==> src/rtl/assert_macros.svh <==
// ----------------------------------------------------------------------------
// Assertion macros
// Shared concurrent assertion forms, clocked on clock, off during reset.
// ----------------------------------------------------------------------------
`ifndef ASSERT_MACROS_SVH
`define ASSERT_MACROS_SVH

// property holds at every clock edge outside reset
`define ASSERT_CLK(label, prop, msg) \
   label: assert property (@(posedge clock) disable iff (reset) (prop)) else $error(msg);

// antecedent implies consequent in the same cycle
`define ASSERT_IMPL(label, ante, cons, msg) \
   label: assert property (@(posedge clock) disable iff (reset) (ante) |-> (cons)) \
      else $error(msg);

`endif

==> src/rtl/tccs_pkg.sv <==
// ----------------------------------------------------------------------------
// tccs_pkg
// Types and constants shared by the change score block.
// ----------------------------------------------------------------------------
`default_nettype none

package tccs_pkg;

   localparam int JOB_IDX_W  = 8;
   localparam int JOB_SLOT_W = 6;

   localparam int COEF_R     = 77;
   localparam int COEF_G     = 151;
   localparam int COEF_B     = 28;
   localparam int GRAY_ROUND = 128;

   localparam int SCORE_ONE  = 65536;
   localparam int FRAC_STEPS = 18;

   typedef enum logic [2:0] {
      REG_WINDOW_LEN   = 3'd0,
      REG_SMALL_WIDTH  = 3'd1,
      REG_SMALL_HEIGHT = 3'd2,
      REG_FRAME_WIDTH  = 3'd3,
      REG_FRAME_HEIGHT = 3'd4,
      REG_COLOR_MODE   = 3'd5,
      REG_FRAME_LIMIT  = 3'd6,
      REG_LIMIT_ENABLE = 3'd7
   } csr_index_type;

   typedef struct packed {
      logic                  sample;
      logic                  frame_end;
      logic                  score_en;
      logic [7:0]            gray;
      logic [JOB_IDX_W-1:0]  row;
      logic [JOB_IDX_W-1:0]  col;
      logic [JOB_SLOT_W-1:0] slot;
   } job_type;

endpackage

`default_nettype wire

==> src/rtl/tccs_fifo.sv <==
// ----------------------------------------------------------------------------
// tccs_fifo
// Short job queue between the pixel front end and the score engine.
// ----------------------------------------------------------------------------
`default_nettype none

module tccs_fifo import tccs_pkg::*; (
   input  wire logic    clock,
   input  wire logic    reset,
   input  wire logic    push,
   input  wire job_type job_in,
   output logic         full,
   input  wire logic    pop,
   output job_type      job_out,
   output logic         valid
);

   localparam int DEPTH = 4;
   localparam int AW    = $clog2(DEPTH);

   job_type       store_ff [DEPTH];
   logic [AW-1:0] wr_ff, rd_ff;
   logic [AW:0]   cnt_ff;
   logic          do_push, do_pop;

   assign full    = cnt_ff == (AW + 1)'(DEPTH);
   assign valid   = cnt_ff != '0;
   assign do_push = push && !full;
   assign do_pop  = pop && valid;
   assign job_out = store_ff[rd_ff];

   always_ff @(posedge clock) begin
      if (do_push) store_ff[wr_ff] <= job_in;
   end

   always_ff @(posedge clock) begin
      if (reset) begin
         wr_ff  <= '0;
         rd_ff  <= '0;
         cnt_ff <= '0;
      end else begin
         if (do_push) wr_ff <= wr_ff + AW'(1);
         if (do_pop) rd_ff <= rd_ff + AW'(1);
         if (do_push && !do_pop) cnt_ff <= cnt_ff + (AW + 1)'(1);
         else if (do_pop && !do_push) cnt_ff <= cnt_ff - (AW + 1)'(1);
      end
   end

endmodule

`default_nettype wire

==> config.mk <==
export PLATFORM = sky130hd
export DESIGN_NAME = tccs_fifo
export DESIGN_NICKNAME = d
export VERILOG_FILES = /design/src/rtl/assert_macros.svh /design/src/rtl/tccs_pkg.sv /design/src/rtl/tccs_fifo.sv
export SDC_FILE = /design/constraint.sdc
export NUM_CORES = 1
export LEC_CHECK = 0
export CORE_MARGIN = 3
export CORE_UTILIZATION = 54
export CTS_CLUSTER_DIAMETER = 30
export DETAILED_ROUTE_END_ITERATION = 7
export DONT_BUFFER_PORTS = 1
export GPL_TIMING_DRIVEN = 0
export PLACE_DENSITY = 0.69
export SYNTH_ARGS = -nofsm -noshare
export SYNTH_HDL_FRONTEND = slang
export SYNTH_SLANG_ARGS = --single-unit
==> constraint.sdc <==
create_clock -name clock -period 5.67 [get_ports clock]
set_input_delay 1.701 -clock clock [delete_from_list [all_inputs] [get_ports clock]]
set_output_delay 1.701 -clock clock [all_outputs]
set_load 0.01 [all_outputs]
==> qor.csv <==
metric,value,unit
status,"complete, no violations",
number of flops mapped to enable cells by yosys,132,
Maximum Capacitance Violations,0,
die height,105,microns
Slew HR,41.4,%
post-CTS repair timing setup buffer count,0,
final critical-path share of the clock period,62.2,%
worst slack after detailed placement,2.37,ns
via total after detailed routing,2112,
share of the yosys chip area belonging to registers,78.7,%
CTS Buf Count,17,
Tot GR Track Use,15.8,%
most used cells in the layout excluding fill and tap cells,"edfxtp_1 (132), mux4_2 (33), clkbuf_16 (16)",
WP depth,3,
I/O Buffers,0,
startpoint of the worst-slack reg-to-reg timing path,cnt_ff[0],
YS warnings,0,
fraction of the mapped netlist area in compound gates,0.784,%
critical path arrival,1.82,ns
final critical-path required period,3.53,ns
synthesized netlist cell count,221,
list of cells traversed by the critical path,"clkbuf_1, buf_2, mux4_2",
maximum single-stage delay on the critical path,0.41,ns
Std-Cell Rows,35,
count of pins over their slew limit,0,
cell accounting for the most synthesized area,edfxtp_1,
number of global-route vias before repair,2294,
"Clk Latency, worst-skew pair",0.50,ns
top cells by area in the synthesized netlist,"edfxtp_1 (75%), mux4_2 (14%), dfxtp_1 (3.4%)",
initial cell density of the core,56.2,%
fraction of layout cells with a size suffix above 1,30.9,%
routability-driven placement congestion ratio,0.619,
area taken by flip-flops and latches,4140,sq um
worst path required time,3.97,ns
async set-reset flop share out of synthesis,0,%
cell chosen for the clock root,clkbuf_8,
clock tree from TritonCTS,built,
critical path launch point type,flop,
1st-pass router iterations,4,
distinct cell type count after synthesis,22,
Synth Cell Area,5270,sq um
slew at the pin with the worst max-slew slack,0.880,ns
clock-pin slew reported for the worst setup and hold paths after clock tree synthesis,0.06,ns
placeable core region,9370,sq um
floorplan die area,11000,sq um
mux cell area share after synthesis,14.5,%
destination of the worst register-to-register timing path,cnt_ff[2],
average wire per cell in the routed design,20.8,microns
"Net Count, Synth",264,
Final Worst Setup Slack,2.14,ns
Clock Path Buffers,2,
number of synthesized register bits,141,
Max Clock Freq,284,MHz
worst r2r path cells,8,
area used by multi-input combinational logic,1020,sq um
total detailed-routing wirelength,8.01,mm
final number of setup-violating endpoints,0,
P per Cell Area,481,nW/um^2
final hold violations,0,
average vias per placed instance,5.49,
"leading cell type in the layout, fill and taps excluded",edfxtp_1,
Starting DRT DRC Count,92,
setup slack of the most critical reg-to-reg path,3.49,ns
maximum vdd ir drop,0.000234,V
total negative slack for setup checks,0,ns
critical setup path kind,flop to output pin,
area grow syn2layout,15.6,%
main flop type after synthesis,edfxtp_1,
number of antenna-violating nets in the routed design,0,
xor/xnor cell area share of the yosys netlist,0.665,%
post-synthesis area per instance,23.8,sq um
reported leakage power,1.95,nW
number of inserted filler cells in the final layout,636,
total number of nets in the final design,286,
antenna fix cells,0,
number of remaining DRC errors,0,
detailed placer's ending HPWL,4.78,mm
largest net degree at the start of global routing,34,
hold_buf cts,0,
type of destination of the critical path,output pin,
initial antenna violation count,0,
Post-Place Cell Area,5500,sq um
hold path cells,2,
sum of buffers and inverters on the critical path,2,
overall die width,105,microns
main combinational cell family by area after synthesis,multiplexers,
CTS sink cnt,141,
Resized cells post-CTS,0,
worst-path fanout max,10,
post-route design area,6090,sq um
"basic-gate share of the synthesized area counting and, or, nand and nor cells",1.78,%
worst clock skew on the final layout,0.00844,ns
fraction of the mapped netlist area in adder cells,1.57,%
slowest cell on the critical path,mux4_2,
class of the most critical hold timing path,flop to flop,
wire length of the first global-routing pass,12.6,mm
top-level I/O count,72,
H-Tree Depth,4,
RSZ-0062 raised after global routing,no,
grt ovf,0,
kind of cell adding the most delay to the critical path,buffers and inverters,
top-area cell type share of the netlist area,75.2,%
termination of the worst setup path,job_out[4],
## layer usage
metal / track usage [%] / routed length [microns] / up-vias
li1: - / - / 961
met5: 0 / 0 / -
met2: 26.0 / 4310 / 57
met1: 18.6 / 3090 / 1089
met4: 5.90 / 61 / 0
met3: 6.73 / 545 / 5
## tightest hold or removal path, cell delays in order (launching register included)
cell and delay, ns:
dfxtp_1 0.34, nand2b_1 0.08, mux2i_1 0.06
## kinds of logic (layout without fill, tap and decap cells)
kind of cell	Yosys count	count (layout)
mux	35	35
flops	141	141
xor+xnor	4	4
fa+ha+maj	6	6
compound gates	6	6
simple gates	16	16
buf+inv	13	48
## flip-flops by register name, summed over array words and instances, names as in the netlist, named ones only
signal	count
cnt_ff	3
rd_ff	2
store_ff	132
wr_ff	2
## power by group
group,leakage [nW],total (mW),switching [mW],internal [mW]
Sequential,1.28,1.29,0.0367,1.25
Combinational,0.393,0.566,0.291,0.275
Clock,0.273,1.07,0.402,0.670
## synthesized netlist by cell type, types with 2 or more instances
library cell  count
and2_1            4
buf_2             3
or3_1             3
a21oi_1           2
ha_1              5
dfxtp_1           9
edfxtp_1        132
mux2i_1           2
o21ai_0           2
nand2b_1          2
buf_12            3
inv_1             4
clkbuf_1          2
mux4_2           33
nor2_1            5
xor2_1            4
## through the flow
stage                     util [%]  power [mW]  cells  hold WS, ns
after floorplan                  -        1.77    221        0.482
after global placement        57.9        1.88    350        0.503
after detailed placement      58.7        1.90    353        0.512
after CTS                     65.0        2.97    385        0.523
after global routing          65.0        3.06    385        0.546
final                         65.0        2.93    385        0.523
## final cells by class
class                      instances  area share (%)
buffer                             9            1.54
clock buffer                      18            6.86
multi-input combinational         67            16.8
inverter                           4           0.247
tap                              129            2.65
timing repair buffer               3            1.11
clock inverter                    14            2.75
sequential                       141            68.1
## worst min-delay path by stage
stage | end | start | slack [ns]
after global routing | wr_ff[1] | wr_ff[1] | 0.55
after CTS | wr_ff[1] | wr_ff[1] | 0.52
after global placement | wr_ff[1] | wr_ff[1] | 0.50
after floorplan | wr_ff[1] | wr_ff[1] | 0.48
final | wr_ff[1] | wr_ff[1] | 0.52
after detailed placement | flop | rd_ff[1] | 0.51
No activity file was read; power rests on OpenSTA's default activity.
